--- src/hw/rtl/frc_pkg.sv ---
// ----------------------------------------------------------------------------
// frc_pkg
// Shared types, constants and helper functions for the frame rewrapper:
// microcode word layout, program entry points, command lookup and CRC step.
// ----------------------------------------------------------------------------
`default_nettype none

package frc_pkg;

  // Frame marks and CRC polynomial (CRC-16/XMODEM, init zero, no reflection).
  localparam logic [7:0]  HEAD_MARK = 8'hAA;
  localparam logic [7:0]  TAIL_MARK = 8'h55;
  localparam logic [15:0] CRC_POLY  = 16'h1021;

  // Command codes picked from the source frame length.
  localparam logic [15:0] CMD_NONE = 16'h0000;
  localparam logic [15:0] CMD_11   = 16'hFF11;
  localparam logic [15:0] CMD_21   = 16'hFF21;
  localparam logic [15:0] CMD_31   = 16'hFF31;
  localparam logic [15:0] CMD_33   = 16'hFF33;
  localparam logic [15:0] CMD_34   = 16'hFF34;
  localparam logic [15:0] CMD_35   = 16'hFF35;

  // Microprogram layout: 34 header steps, one payload step, three trailer steps.
  localparam int unsigned HEADER_BYTES = 34;
  localparam int unsigned PROG_LEN     = HEADER_BYTES + 4;
  localparam int unsigned PC_W         = $clog2(PROG_LEN);

  typedef logic [PC_W-1:0] pc_t;

  localparam pc_t PC_HEADER   = pc_t'(0);
  localparam pc_t PC_ADDR_LO  = pc_t'(1);
  localparam pc_t PC_ADDR_HI  = pc_t'(8);
  localparam pc_t PC_GAP0_LO  = pc_t'(9);
  localparam pc_t PC_GAP0_HI  = pc_t'(24);
  localparam pc_t PC_CMD_HI   = pc_t'(25);
  localparam pc_t PC_CMD_LO   = pc_t'(26);
  localparam pc_t PC_GAP1_LO  = pc_t'(27);
  localparam pc_t PC_GAP1_HI  = pc_t'(32);
  localparam pc_t PC_LEN      = pc_t'(33);
  localparam pc_t PC_DATA     = pc_t'(HEADER_BYTES);
  localparam pc_t PC_CRC_HI   = pc_t'(HEADER_BYTES + 1);
  localparam pc_t PC_CRC_LO   = pc_t'(HEADER_BYTES + 2);
  localparam pc_t PC_TAIL     = pc_t'(HEADER_BYTES + 3);

  // Byte source selected by a control word.
  localparam logic [3:0] SRC_ZERO   = 4'd0;
  localparam logic [3:0] SRC_HEAD   = 4'd1;
  localparam logic [3:0] SRC_ADDR   = 4'd2;
  localparam logic [3:0] SRC_CMD_HI = 4'd3;
  localparam logic [3:0] SRC_CMD_LO = 4'd4;
  localparam logic [3:0] SRC_LEN    = 4'd5;
  localparam logic [3:0] SRC_DATA   = 4'd6;
  localparam logic [3:0] SRC_CRC_HI = 4'd7;
  localparam logic [3:0] SRC_CRC_LO = 4'd8;
  localparam logic [3:0] SRC_TAIL   = 4'd9;

  // Sequencing after a step.
  localparam logic [1:0] JMP_NEXT            = 2'd0;
  localparam logic [1:0] JMP_END_IF_NOT_LAST = 2'd1;
  localparam logic [1:0] JMP_END             = 2'd2;

  typedef struct packed {
    logic [3:0] src;     // byte source
    logic [2:0] arg;     // address byte index, most significant first
    logic       crc_en;  // fold the emitted byte into the running CRC
    logic [1:0] jmp;     // sequencing
  } ucode_t;

  // Control store, one word per step.
  function automatic ucode_t ucode_rom(input pc_t pc);
    ucode_t w;
    w = '{src: SRC_ZERO, arg: 3'd0, crc_en: 1'b1, jmp: JMP_NEXT};
    unique case (pc) inside
      PC_HEADER:                 w.src = SRC_HEAD;
      [PC_ADDR_LO:PC_ADDR_HI]: begin
        w.src = SRC_ADDR;
        w.arg = 3'(pc - PC_ADDR_LO);
      end
      [PC_GAP0_LO:PC_GAP0_HI],
      [PC_GAP1_LO:PC_GAP1_HI]:   w.src = SRC_ZERO;
      PC_CMD_HI:                 w.src = SRC_CMD_HI;
      PC_CMD_LO:                 w.src = SRC_CMD_LO;
      PC_LEN:                    w.src = SRC_LEN;
      PC_DATA: begin
        w.src = SRC_DATA;
        w.jmp = JMP_END_IF_NOT_LAST;
      end
      PC_CRC_HI: begin
        w.src    = SRC_CRC_HI;
        w.crc_en = 1'b0;
      end
      PC_CRC_LO: begin
        w.src    = SRC_CRC_LO;
        w.crc_en = 1'b0;
      end
      PC_TAIL: begin
        w.src    = SRC_TAIL;
        w.crc_en = 1'b0;
        w.jmp    = JMP_END;
      end
      default: begin
        w.crc_en = 1'b0;
        w.jmp    = JMP_END;
      end
    endcase
    return w;
  endfunction

  // Command code for a source length; zero marks an unsupported length.
  function automatic logic [15:0] command_for(input logic [7:0] len);
    logic [15:0] cmd;
    case (len) inside
      8'd5:         cmd = CMD_11;
      8'd29, 8'd34: cmd = CMD_21;
      8'd10, 8'd15: cmd = CMD_31;
      8'd53, 8'd58: cmd = CMD_33;
      8'd20, 8'd25: cmd = CMD_34;
      8'd30, 8'd35: cmd = CMD_35;
      default:      cmd = CMD_NONE;
    endcase
    return cmd;
  endfunction

  // One byte of CRC-16/XMODEM, MSB first.
  function automatic logic [15:0] crc16_byte(input logic [15:0] crc, input logic [7:0] b);
    logic [15:0] c;
    c = crc ^ {b, 8'h00};
    for (int i = 0; i < 8; i++) begin
      if (c[15]) begin
        c = {c[14:0], 1'b0} ^ CRC_POLY;
      end else begin
        c = {c[14:0], 1'b0};
      end
    end
    return c;
  endfunction

endpackage

`default_nettype wire

--- src/hw/rtl/frc_ifs.sv ---
// ----------------------------------------------------------------------------
// frc_ifs
// Valid/ready channels of the frame rewrapper: source bytes in, outer frame
// bytes out, and the concentrator address write channel.
// ----------------------------------------------------------------------------
`default_nettype none

interface frc_in_if;
  logic       valid;
  logic       ready;
  logic [7:0] data_byte;
  logic [7:0] frame_length;

  modport source (output valid, output data_byte, output frame_length, input ready);
  modport sink   (input valid, input data_byte, input frame_length, output ready);
endinterface

interface frc_out_if;
  logic       valid;
  logic       ready;
  logic [7:0] out_byte;
  logic       run_last;
  logic       frame_end;

  modport source (output valid, output out_byte, output run_last, output frame_end,
                  input ready);
  modport sink   (input valid, input out_byte, input run_last, input frame_end,
                  output ready);
endinterface

interface frc_cfg_if;
  logic        valid;
  logic        ready;
  logic [63:0] concentrator_address;

  modport source (output valid, output concentrator_address, input ready);
  modport sink   (input valid, input concentrator_address, output ready);
endinterface

`default_nettype wire

--- src/hw/rtl/frame_rewrap_with_crc16_core.sv ---
// ----------------------------------------------------------------------------
// frame_rewrap_with_crc16_core
// Wraps source frame bytes in an outer frame with header, CRC-16 and tail.
// ----------------------------------------------------------------------------
// Usage:
//   src carries one source byte per request together with the total source
//   length; the length is taken on the first byte of each frame. dst carries
//   the outer frame one byte per request: run_last marks the last byte caused
//   by one source byte, frame_end marks the 0x55 tail. cfg writes the 64-bit
//   concentrator address, which is always accepted; write it between frames.
//   Throughput: a microcoded sequencer emits one output byte per cycle while
//   dst is ready. The first byte of a supported frame produces the 34 header
//   bytes and the payload byte, a middle byte only the payload byte, and the
//   last byte the payload byte, CRC high, CRC low and tail. Bytes of a
//   frame with an unsupported length are taken at one per cycle and produce
//   nothing. Acceptance starts the sequencer, whose first step then loads the
//   output register. A single output register holds the current byte; when
//   dst stalls, the sequencer waits. The next source byte is taken as soon as
//   the last byte of the current one sits in the output register.
//   Reset clears the frame state, the CRC and the address register.
// ----------------------------------------------------------------------------
`default_nettype none

module frame_rewrap_with_crc16_core (
  input  wire logic clk,
  input  wire logic rst,
  frc_in_if.sink    src,
  frc_out_if.source dst,
  frc_cfg_if.sink   cfg
);
  import frc_pkg::*;

  // Frame tracking and sequencer registers.
  logic [63:0] addr;
  logic [7:0]  bytes_seen;
  logic [7:0]  held_length;
  logic        length_supported;
  logic        busy;
  pc_t         pc;
  logic [7:0]  data_hold;
  logic        item_last;
  logic [7:0]  out_byte;
  logic        run_last;
  logic        frame_end;
  logic        out_valid;

  logic        in_take;
  logic        first;
  logic [7:0]  cur_len;
  logic        cur_supported;
  logic        cur_last;
  logic        step;
  ucode_t      uw;
  logic [15:0] cmd;
  logic [15:0] crc;
  logic [7:0]  addr_byte;
  logic [7:0]  step_byte;
  logic        step_end;

  assign cfg.ready = 1'b1;
  assign src.ready = !busy;
  assign in_take   = src.valid && src.ready;

  // Frame accounting for the incoming byte.
  assign first         = (bytes_seen == 8'd0);
  assign cur_len       = first ? src.frame_length : held_length;
  assign cur_supported = first ? (command_for(src.frame_length) != CMD_NONE)
                               : length_supported;
  assign cur_last      = ({1'b0, bytes_seen} + 9'd1) >= {1'b0, cur_len};

  // Address register.
  always_ff @(posedge clk) begin
    if (rst) begin
      addr <= 64'd0;
    end else if (cfg.valid && cfg.ready) begin
      addr <= cfg.concentrator_address;
    end
  end

  always_ff @(posedge clk) begin
    if (rst) begin
      bytes_seen       <= 8'd0;
      held_length      <= 8'd0;
      length_supported <= 1'b0;
    end else if (in_take) begin
      if (first) begin
        held_length <= src.frame_length;
      end
      bytes_seen       <= cur_last ? 8'd0 : bytes_seen + 8'd1;
      length_supported <= cur_last ? 1'b0 : cur_supported;
    end
  end

  // Decode of the current step.
  assign step = busy && (!out_valid || dst.ready);
  assign uw   = ucode_rom(pc);
  assign cmd  = command_for(held_length);

  always_comb begin
    case (uw.arg)
      3'd0:    addr_byte = addr[63:56];
      3'd1:    addr_byte = addr[55:48];
      3'd2:    addr_byte = addr[47:40];
      3'd3:    addr_byte = addr[39:32];
      3'd4:    addr_byte = addr[31:24];
      3'd5:    addr_byte = addr[23:16];
      3'd6:    addr_byte = addr[15:8];
      default: addr_byte = addr[7:0];
    endcase
  end

  always_comb begin
    unique case (uw.src)
      SRC_ZERO:   step_byte = 8'h00;
      SRC_HEAD:   step_byte = HEAD_MARK;
      SRC_ADDR:   step_byte = addr_byte;
      SRC_CMD_HI: step_byte = cmd[15:8];
      SRC_CMD_LO: step_byte = cmd[7:0];
      SRC_LEN:    step_byte = held_length;
      SRC_DATA:   step_byte = data_hold;
      SRC_CRC_HI: step_byte = crc[15:8];
      SRC_CRC_LO: step_byte = crc[7:0];
      SRC_TAIL:   step_byte = TAIL_MARK;
      default:    step_byte = 8'h00;
    endcase
  end

  assign step_end = (uw.jmp == JMP_END) || ((uw.jmp == JMP_END_IF_NOT_LAST) && !item_last);

  // Running CRC, cleared as the header starts.
  frc_crc16_acc u_crc (
    .clk    (clk),
    .rst    (rst),
    .clear  (in_take && cur_supported && first),
    .update (step && uw.crc_en),
    .data   (step_byte),
    .crc    (crc)
  );

  // Sequencer: entry on a supported byte, one step per free output slot.
  always_ff @(posedge clk) begin
    if (rst) begin
      busy <= 1'b0;
      pc   <= PC_HEADER;
    end else if (in_take && cur_supported) begin
      busy <= 1'b1;
      pc   <= first ? PC_HEADER : PC_DATA;
    end else if (step) begin
      busy <= !step_end;
      pc   <= pc + pc_t'(1);
    end
  end

  always_ff @(posedge clk) begin
    if (in_take) begin
      data_hold <= src.data_byte;
      item_last <= cur_last;
    end
  end

  // Output register.
  always_ff @(posedge clk) begin
    if (rst) begin
      out_valid <= 1'b0;
    end else if (step) begin
      out_valid <= 1'b1;
    end else if (dst.ready) begin
      out_valid <= 1'b0;
    end
  end

  always_ff @(posedge clk) begin
    if (step) begin
      out_byte  <= step_byte;
      run_last  <= step_end;
      frame_end <= (uw.src == SRC_TAIL);
    end
  end

  assign dst.valid     = out_valid;
  assign dst.out_byte  = out_byte;
  assign dst.run_last  = run_last;
  assign dst.frame_end = frame_end;

  // The tail closes both the frame and the burst of its source byte.
  a_tail_ends_run: assert property (@(posedge clk) disable iff (rst)
    out_valid && frame_end |-> run_last && (out_byte == TAIL_MARK))
    else $error("tail byte without run_last or with wrong value");

  // The program counter never leaves the program while busy.
  a_pc_in_range: assert property (@(posedge clk) disable iff (rst)
    busy |-> (pc <= PC_TAIL))
    else $error("sequencer ran past the end of the program");

  // A supported first byte starts the header program.
  a_header_entry: assert property (@(posedge clk) disable iff (rst)
    in_take && cur_supported && first |=> busy && (pc == PC_HEADER))
    else $error("header program not entered");

  // No byte is accepted while the sequencer is still working.
  a_no_take_busy: assert property (@(posedge clk) disable iff (rst)
    busy && !(step && step_end) |=> !in_take)
    else $error("source byte accepted during sequence");

endmodule

`default_nettype wire

--- src/hw/rtl/frc_crc16_acc.sv ---
// ----------------------------------------------------------------------------
// frc_crc16_acc
// Running CRC-16/XMODEM register, folding in one byte per cycle while update is set.
// ----------------------------------------------------------------------------
`default_nettype none

module frc_crc16_acc (
  input  wire logic        clk,
  input  wire logic        rst,
  input  wire logic        clear,
  input  wire logic        update,
  input  wire logic [7:0]  data,
  output logic      [15:0] crc
);
  import frc_pkg::*;

  logic [15:0] crc_next;

  // Clearing takes effect before the byte of the same cycle is folded in.
  always_comb begin
    crc_next = clear ? 16'h0000 : crc;
    if (update) begin
      crc_next = crc16_byte(crc_next, data);
    end
  end

  always_ff @(posedge clk) begin
    if (rst) begin
      crc <= 16'h0000;
    end else begin
      crc <= crc_next;
    end
  end

endmodule

`default_nettype wire

--- src/flat_wrapper.sv ---
// flat-port wrapper written by rule: the top's interface ports become plain ports
module frame_rewrap_with_crc16_core_flat import frc_pkg::*;
  (clk, rst, src_valid, src_data_byte, src_frame_length, src_ready, dst_valid, dst_out_byte, dst_run_last, dst_frame_end, dst_ready, cfg_valid, cfg_concentrator_address, cfg_ready);
  frc_in_if src_i ();
  frc_out_if dst_i ();
  frc_cfg_if cfg_i ();
  input  wire logic clk;
  input  wire logic rst;
  input wire logic [$bits(src_i.valid)-1:0] src_valid;
  input wire logic [$bits(src_i.data_byte)-1:0] src_data_byte;
  input wire logic [$bits(src_i.frame_length)-1:0] src_frame_length;
  output wire logic [$bits(src_i.ready)-1:0] src_ready;
  output wire logic [$bits(dst_i.valid)-1:0] dst_valid;
  output wire logic [$bits(dst_i.out_byte)-1:0] dst_out_byte;
  output wire logic [$bits(dst_i.run_last)-1:0] dst_run_last;
  output wire logic [$bits(dst_i.frame_end)-1:0] dst_frame_end;
  input wire logic [$bits(dst_i.ready)-1:0] dst_ready;
  input wire logic [$bits(cfg_i.valid)-1:0] cfg_valid;
  input wire logic [$bits(cfg_i.concentrator_address)-1:0] cfg_concentrator_address;
  output wire logic [$bits(cfg_i.ready)-1:0] cfg_ready;
  assign src_i.valid = src_valid;
  assign src_i.data_byte = src_data_byte;
  assign src_i.frame_length = src_frame_length;
  assign src_ready = src_i.ready;
  assign dst_valid = dst_i.valid;
  assign dst_out_byte = dst_i.out_byte;
  assign dst_run_last = dst_i.run_last;
  assign dst_frame_end = dst_i.frame_end;
  assign dst_i.ready = dst_ready;
  assign cfg_i.valid = cfg_valid;
  assign cfg_i.concentrator_address = cfg_concentrator_address;
  assign cfg_ready = cfg_i.ready;
  frame_rewrap_with_crc16_core u_core (.clk(clk), .rst(rst), .src(src_i), .dst(dst_i), .cfg(cfg_i));
endmodule
--- config.mk ---
export PLATFORM = sky130hd
export DESIGN_NAME = frame_rewrap_with_crc16_core_flat
export DESIGN_NICKNAME = d
export VERILOG_FILES = /design/src/hw/rtl/frc_pkg.sv /design/src/hw/rtl/frc_ifs.sv /design/src/hw/rtl/frame_rewrap_with_crc16_core.sv /design/src/hw/rtl/frc_crc16_acc.sv /design/src/flat_wrapper.sv
export SDC_FILE = /design/constraint.sdc
export NUM_CORES = 1
export LEC_CHECK = 0
export BUFFER_PORTS_ARGS = -buffer_cell sky130_fd_sc_hd__buf_2
export CAP_MARGIN = 5
export CORE_UTILIZATION = 58
export CTS_CLUSTER_DIAMETER = 80
export DETAILED_ROUTE_END_ITERATION = 7
export PLACE_DENSITY = 0.8
export SYNTH_ARGS = -nofsm -noshare
export SYNTH_HDL_FRONTEND = slang
export SYNTH_SLANG_ARGS = --single-unit
--- constraint.sdc ---
create_clock -name clk -period 4.5 [get_ports clk]
set_input_delay 0.225 -clock clk [delete_from_list [all_inputs] [get_ports clk]]
set_output_delay 0.225 -clock clk [all_outputs]
set_load 0.02 [all_outputs]
==> impl_metrics.ini, run 1 <==
[timing]
finalCriticalPeriod_ns = 4.13
grt_setup_unrepaired = true
period_share_pct = 91.7
finalMaxSlewViolations = 0
maxSlewHeadroom_pct = 32.4
hold_ws_ns = 0.0337
tightest_slew_ns = 1.01
max_freq_mhz = 242
fin_skew_ns = 0.00729
setup_viol = 0
finalHoldViolCount = 0

[grt]
grt_max_degree = 65
use_met2_pct = 53.1
track_usage_pct = 32.3
grt-ovfl-total = 0
grt-busiest-layer = met2
grtUsageMet3_pct = 8.73
antenna_found_initial = 0
grt_use_met1_pct = 40.1
grt_pass1_vias = 6085
grt_first_pass_wirelength_um = 31800

[power_and_ir_drop]
powerDensity_nw_per_um2 = 342
p_comb_share_pct = 14.2
p_int_mw = 2.07
total_power_mw = 2.84
switching_power_mw = 0.769
p_leak_nw = 3.51
p_sw_share_pct = 27.1
power_frac_seq_pct = 43.4
power.share.clock_pct = 42.5
vdd_drop_max_v = 0.000382

[synthesis]
synth_area_um2 = 7180
synth_mux_area_share_pct = 13.5
ys_ff_latch = 124
yosysSeqAreaShare_pct = 37.2
synth-simple-area-share_pct = 21.2
synthArstFlopShare_pct = 0
synth_compound_area_share_pct = 16.8
synthFlopType = dfxtp_1
synth_xor_area_share_pct = 4.72
synth.distinct_cells = 87
synth_nets = 894
syn_avg_cell_area_um2 = 9.04
syn_inst = 794
synth_top_family_by_area = simple AND/OR/NAND/NOR gates
synth_fa_ha_area_share_pct = 2.61
synth_edf_count = 19
synth_warnings = 0

[route]
drtAntennaViolNets = 0
finalWirelength_um = 20100
drt-wirelength-per-cell_um = 19.1
drtIter0Drc = 644
via_per_inst = 6.16
first_pass_iters = 7
drc_errors = 0
route.vias.total = 6466

[clock_network]
cts_made_buffers = 17
clock-root-buffer = clkbuf_16
clk_latency_ns = 0.43
cts_tree = done
htree_levels = 4
cts_sinks = 124
clk_pin_slew_ns = 0.06
clk_path_buf_depth = 2

[layout]
antenna_cells = 0
syn2layout_area_growth_pct = 15.5
layout_common_cells = 110 x nor2_1, 105 x dfxtp_1, 95 x buf_2
drive_above_1_share_pct = 18.1
fin_nets = 971
final_common_cell = nor2_1

[critical_path]
cp_data_required_time_ns = 4.82
arrival_ns = 4.45
worstSetupPathType = flip-flop to flip-flop
slowest_stage = a211o_1
startpoint_type = flip-flop
worstPathMaxFanout = 13
end_kind = flip-flop
cpPeakStageDelay_ns = 0.46
r2r_slack_ns = 0.37
worstPathCellList = inv_1, ha_1, nor4b_2, a211o_1, nand3_2, o211ai_1, and2_1, o211a_1, xnor3_1, xnor2_1, a22o_1

[die]
rows = 40
die_h_um = 113
initial_core_util_pct = 59.5
core_area_um2 = 12100
die_w_um = 113
die_area_um2 = 12800
io_pins = 98

[place]
dp_hpwl_um = 14600
numPortBuffers = 96
gp_congestion = 0.984

[job]
cap_violations = 0

[min_path]
hold_class = primary input to flip-flop

[outcome]
status = finished clean
-- power by group through the flow --
stage	clock network, mW	logic (mW)	registers (mW)
floorplan	0	0.295	1.22
global placement	0	0.378	1.25
detailed placement	0	0.388	1.25
CTS	1.21	0.396	1.23
global route	1.27	0.439	1.23
finish	1.20	0.402	1.23
-- repair_timing --
item,in CTS,in global routing
setup buffers,0,0
hold buffers,8,0
endpoints found under the hold margin,8,0
endpoints found under the setup margin,0,1
resized for setup,0,2
-- synth_stat cells (all sizes together) (5+ instances only) --
| cell type | n | share of area, % |
|---|---|---|
| xor2 | 14 | 1.8 |
| mux2i | 92 | 13 |
| nand4 | 6 | 0.52 |
| dfxtp | 105 | 29 |
| nand2 | 59 | 3.1 |
| o21ai | 25 | 1.7 |
| nor2 | 111 | 5.8 |
| nand2b | 9 | 0.78 |
| o211ai | 9 | 0.94 |
| nor3 | 8 | 0.56 |
| nand3 | 30 | 2.2 |
| a22oi | 5 | 0.59 |
| o31ai | 5 | 0.66 |
| and4b | 5 | 0.75 |
| nor4b | 6 | 0.91 |
| a32o | 5 | 0.70 |
| a211oi | 13 | 1.6 |
| edfxtp | 19 | 7.9 |
| clkbuf | 27 | 1.4 |
| o211a | 5 | 0.70 |
| or2 | 5 | 0.44 |
| o2111ai | 8 | 0.98 |
| and3 | 8 | 0.70 |
| a211o | 5 | 0.61 |
| nor2b | 8 | 0.70 |
| inv | 11 | 0.58 |
| xnor2 | 10 | 1.3 |
| and2 | 9 | 0.78 |
| a21o | 8 | 0.84 |
| ha | 15 | 2.6 |
| a21oi | 39 | 2.7 |
| nor3b | 6 | 0.63 |
| buf | 26 | 2.0 |
-- sequential cells by signal (all words and copies together), names as in the netlist, 6 cells and up --
name                 flops
u_core.addr             64
u_core.u_crc.crc        16
u_core.bytes_seen        8
u_core.data_hold         8
u_core.dst.out_byte      8
u_core.held_length       8
u_core.pc                6
-- final cells by class --
type / count / area [µm²]
clock buffer: 20 / 447
clock inverter: 10 / 68.8
fill: 954 / 3760
inverter: 12 / 45.0
multi-input combinational: 605 / 4240
sequential: 124 / 2670
tap: 168 / 210
timing repair buffer: 111 / 616
-- cells by family after synthesis --
logic type,after synthesis
AOI/OAI and AO/OA,167
xor gates and xnor gates,29
adders and majority gates,15
buffers and inverters,65
DFF,124
muxes,96
other,1
and+or+nand+nor,297
-- through the flow --
stage | setup slack [ns] | util, % | instance area, µm² | std cells | setup TNS (ns)
after floorplan | 0.841 | - | 7180 | 794 | 0
after global placement | 0.643 | 63.7 | 7680 | 1012 | 0
after detailed placement | 0.417 | 63.7 | 7680 | 1012 | 0
after CTS | 0.414 | 68.7 | 8280 | 1050 | 0
after global routing | -0.00989 | 68.8 | 8300 | 1050 | -0.00989
final | 0.374 | 68.8 | 8300 | 1050 | 0
-- path summary, 6_finish.rpt --
check | cells past startpoint | to | start
max | 11 | u_core.u_crc.crc[12] | u_core.pc[0]
max reg2reg | 11 | u_core.u_crc.crc[12] | u_core.pc[0]
min reg2reg | 2 | u_core.length_supported | u_core.length_supported
min | 3 | u_core.addr[38] | cfg_concentrator_address[38]
-- metal layers --
layer / up-vias / wire length, µm
met4: 0 / 614
met3: 56 / 1530
li1: 3055 / -
met5: - / 0
met1: 3062 / 8470
met2: 293 / 9460
-- critical path, delay by kind of cell (launching register included) --
| family | cells | cell delay, ns |
|---|---|---|
| buffers and inverters | 1 | 0.24 |
| adders and majority gates | 1 | 0.44 |
| DFF | 1 | 0.44 |
| AOI/OAI and AO/OA | 4 | 1.25 |
| and+or+nand+nor | 3 | 1.04 |
| xor gates and xnor gates | 2 | 0.60 |
(Power assumes the default switching activity.)
==> run 2: changes to the inputs <==
--- a/config.mk
+++ b/config.mk
@@ -5,12 +5,13 @@
 export SDC_FILE = /design/constraint.sdc
 export NUM_CORES = 1
 export LEC_CHECK = 0
-export BUFFER_PORTS_ARGS = -buffer_cell sky130_fd_sc_hd__buf_2
 export CAP_MARGIN = 5
-export CORE_UTILIZATION = 58
+export CORE_UTILIZATION = 59
 export CTS_CLUSTER_DIAMETER = 80
 export DETAILED_ROUTE_END_ITERATION = 7
-export PLACE_DENSITY = 0.8
+export DONT_BUFFER_PORTS = 1
+export PLACE_DENSITY = 0.75
+export SLEW_MARGIN = 25
 export SYNTH_ARGS = -nofsm -noshare
 export SYNTH_HDL_FRONTEND = slang
 export SYNTH_SLANG_ARGS = --single-unit
==> run 2 against run 1 <==
Against the previous run: utilization is 9.3 points higher; setup slack worse by 0.089 ns; clock skew rose by 0.0033 ns; the flow now finishes with violations (design-rule violations); highest routed layer unchanged; critical path depth stayed put; wire length increased by 8.1%; final cell count rose by 0.19%; critical path type unchanged; total power increased by 9.9%.
==> impl_metrics.ini, run 2 (synthesis results as in run 1) <==
[outcome]
status = complete, but fails checks
violations = design-rule violations

[power_and_ir_drop]
total_power_mw = 3.12
powerDensity_nw_per_um2 = 343
p_leak_nw = 3.65
vdd_drop_max_v = 0.000368

[timing]
period_share_pct = 93.7
fin_skew_ns = 0.0106
tightest_slew_ns = 0.945
max_freq_mhz = 237
finalHoldViolCount = 0
finalMaxSlewViolations = 0
setup_viol = 0
fin_tns_setup_ns = 0
hold_ws_ns = 0.0226
maxSlewHeadroom_pct = 36.8
setup_ws_ns = 0.284
grt_setup_unrepaired = false
finalCriticalPeriod_ns = 4.22

[critical_path]
worstPathMaxFanout = 14
worst-path-buf-inv = 2
startpoint = u_core.pc[0]
crit_top_cell = nand3_1
cpPeakStageDelay_ns = 0.65
startpoint_type = flip-flop
crit_path_end = u_core.u_crc.crc[13]
arrival_ns = 4.56
worstPathCellList = inv_1, ha_1, buf_4, nor4_1, nand3_1, and4_1, o311a_1, a21o_1, o211a_2, or4_1, nand3_1
cp_data_required_time_ns = 4.85
reg2reg_depth = 11
crit_cells = 11
end_kind = flip-flop
r2r_slack_ns = 0.28
r2r-end = u_core.u_crc.crc[13]
r2r_start = u_core.pc[0]
slowest_stage = dfxtp_1
cp_top_family = simple AND/OR/NAND/NOR gates
worstSetupPathType = flip-flop to flip-flop

[layout]
drive_above_1_share_pct = 7.37
regMostFlops = u_core.addr
utilization_pct = 78.0
finalNonFillerCells = 1052
final_common_cell = dlygate4sd3_1
largest_reg_flops = 64
syn2layout_area_growth_pct = 26.7
antenna_cells = 0
layout_common_cells = 128 x dlygate4sd3_1, 110 x nor2_1, 105 x dfxtp_1
multiInputGateArea_um2 = 4220
design_area_um2 = 9100
filler_cell_count = 753
fin_nets = 996
seqCellArea_um2 = 2670
top_regs = u_core.addr x64, u_core.u_crc.crc x16

[grt]
grt-ovfl-total = 0
grt_max_degree = 95
grt_pass1_vias = 6549
track_usage_pct = 35.1
grt_first_pass_wirelength_um = 34200
antenna_found_initial = 0

[die]
initial_core_util_pct = 61.6
rows = 39
io_pins = 98
core_area_um2 = 11700
die_area_um2 = 12600
die_h_um = 112
die_w_um = 112

[route]
first_pass_iters = 8
drtIter0Drc = 621
drc_errors = 10
drtAntennaViolNets = 0
drt-wirelength-per-cell_um = 20.6
route.vias.total = 6792
via_per_inst = 6.46
finalWirelength_um = 21700

[place]
gp_congestion = 0.933
dp_hpwl_um = 13100
numPortBuffers = 0
place_area_um2 = 7170
dp.cells = 891
place_ws_ns = 0.551

[clock_network]
post_cts.repair.setup_buffers = 0
clk_pin_slew_ns = 0.06
clk_latency_ns = 0.42
cts_sinks = 124
clk_path_buf_depth = 2
cts_tree = done
clock-root-buffer = clkbuf_16
htree_levels = 4
cts_made_buffers = 17

[job]
cap_violations = 0

[min_path]
hold_class = primary input to flip-flop
[run 2: cell types whose count changed in the layout (fill, tap and decap cells not counted), moves of 2 or more]
cell and change:
dlygate4sd3_1 +120, buf_2 -95, bufinv_16 +2, clkbuf_16 +2
inv_4 -2, inv_6 +2
[run 2: power by group]
part           leakage [nW]  internal, mW  switching [mW]  total (mW)
Sequential             1.04          1.18          0.0549        1.23
Combinational          2.31         0.239           0.218       0.457
Clock                 0.309         0.902           0.525        1.43
[run 2: layout make-up]
type / instances / area share [%]
clock buffer: 21 / 5.42
clock inverter: 11 / 1.42
inverter: 12 / 0.495
multi-input combinational: 605 / 46.4
sequential: 124 / 29.4
tap: 143 / 1.97
timing repair buffer: 136 / 15.0
[run 2: worst min-delay path by stage]
stage          slack [ns]              from  cells past startpoint             endpoint
4_1_cts            0.0001         cfg_valid                      2      u_core.addr[12]
3_5_place_dp         0.31               rst                      1  u_core.u_crc.crc[2]
2_1_floorplan        0.32  src_data_byte[0]                      0  u_core.data_hold[0]
6_report             0.02         cfg_valid                      2      u_core.addr[53]
3_3_place_gp         0.31               rst                      1  u_core.u_crc.crc[2]
5_1_grt             0.002         cfg_valid                      2      u_core.addr[47]
[run 2: what timing repair did]
item / in CTS / in global routing
hold endpoints to repair: 102 / 1
resized for setup: 0 / 0
hold buffers: 128 / 1
[run 2: routing by layer]
layer  part of all wire (%)  GRT usage [%]  routed length, µm
met1                     41           44.5               8960
met2                     47           58.2              10300
met4                    3.1           13.2                683
met3                    8.1           8.21               1770
met5                      0              0                  0
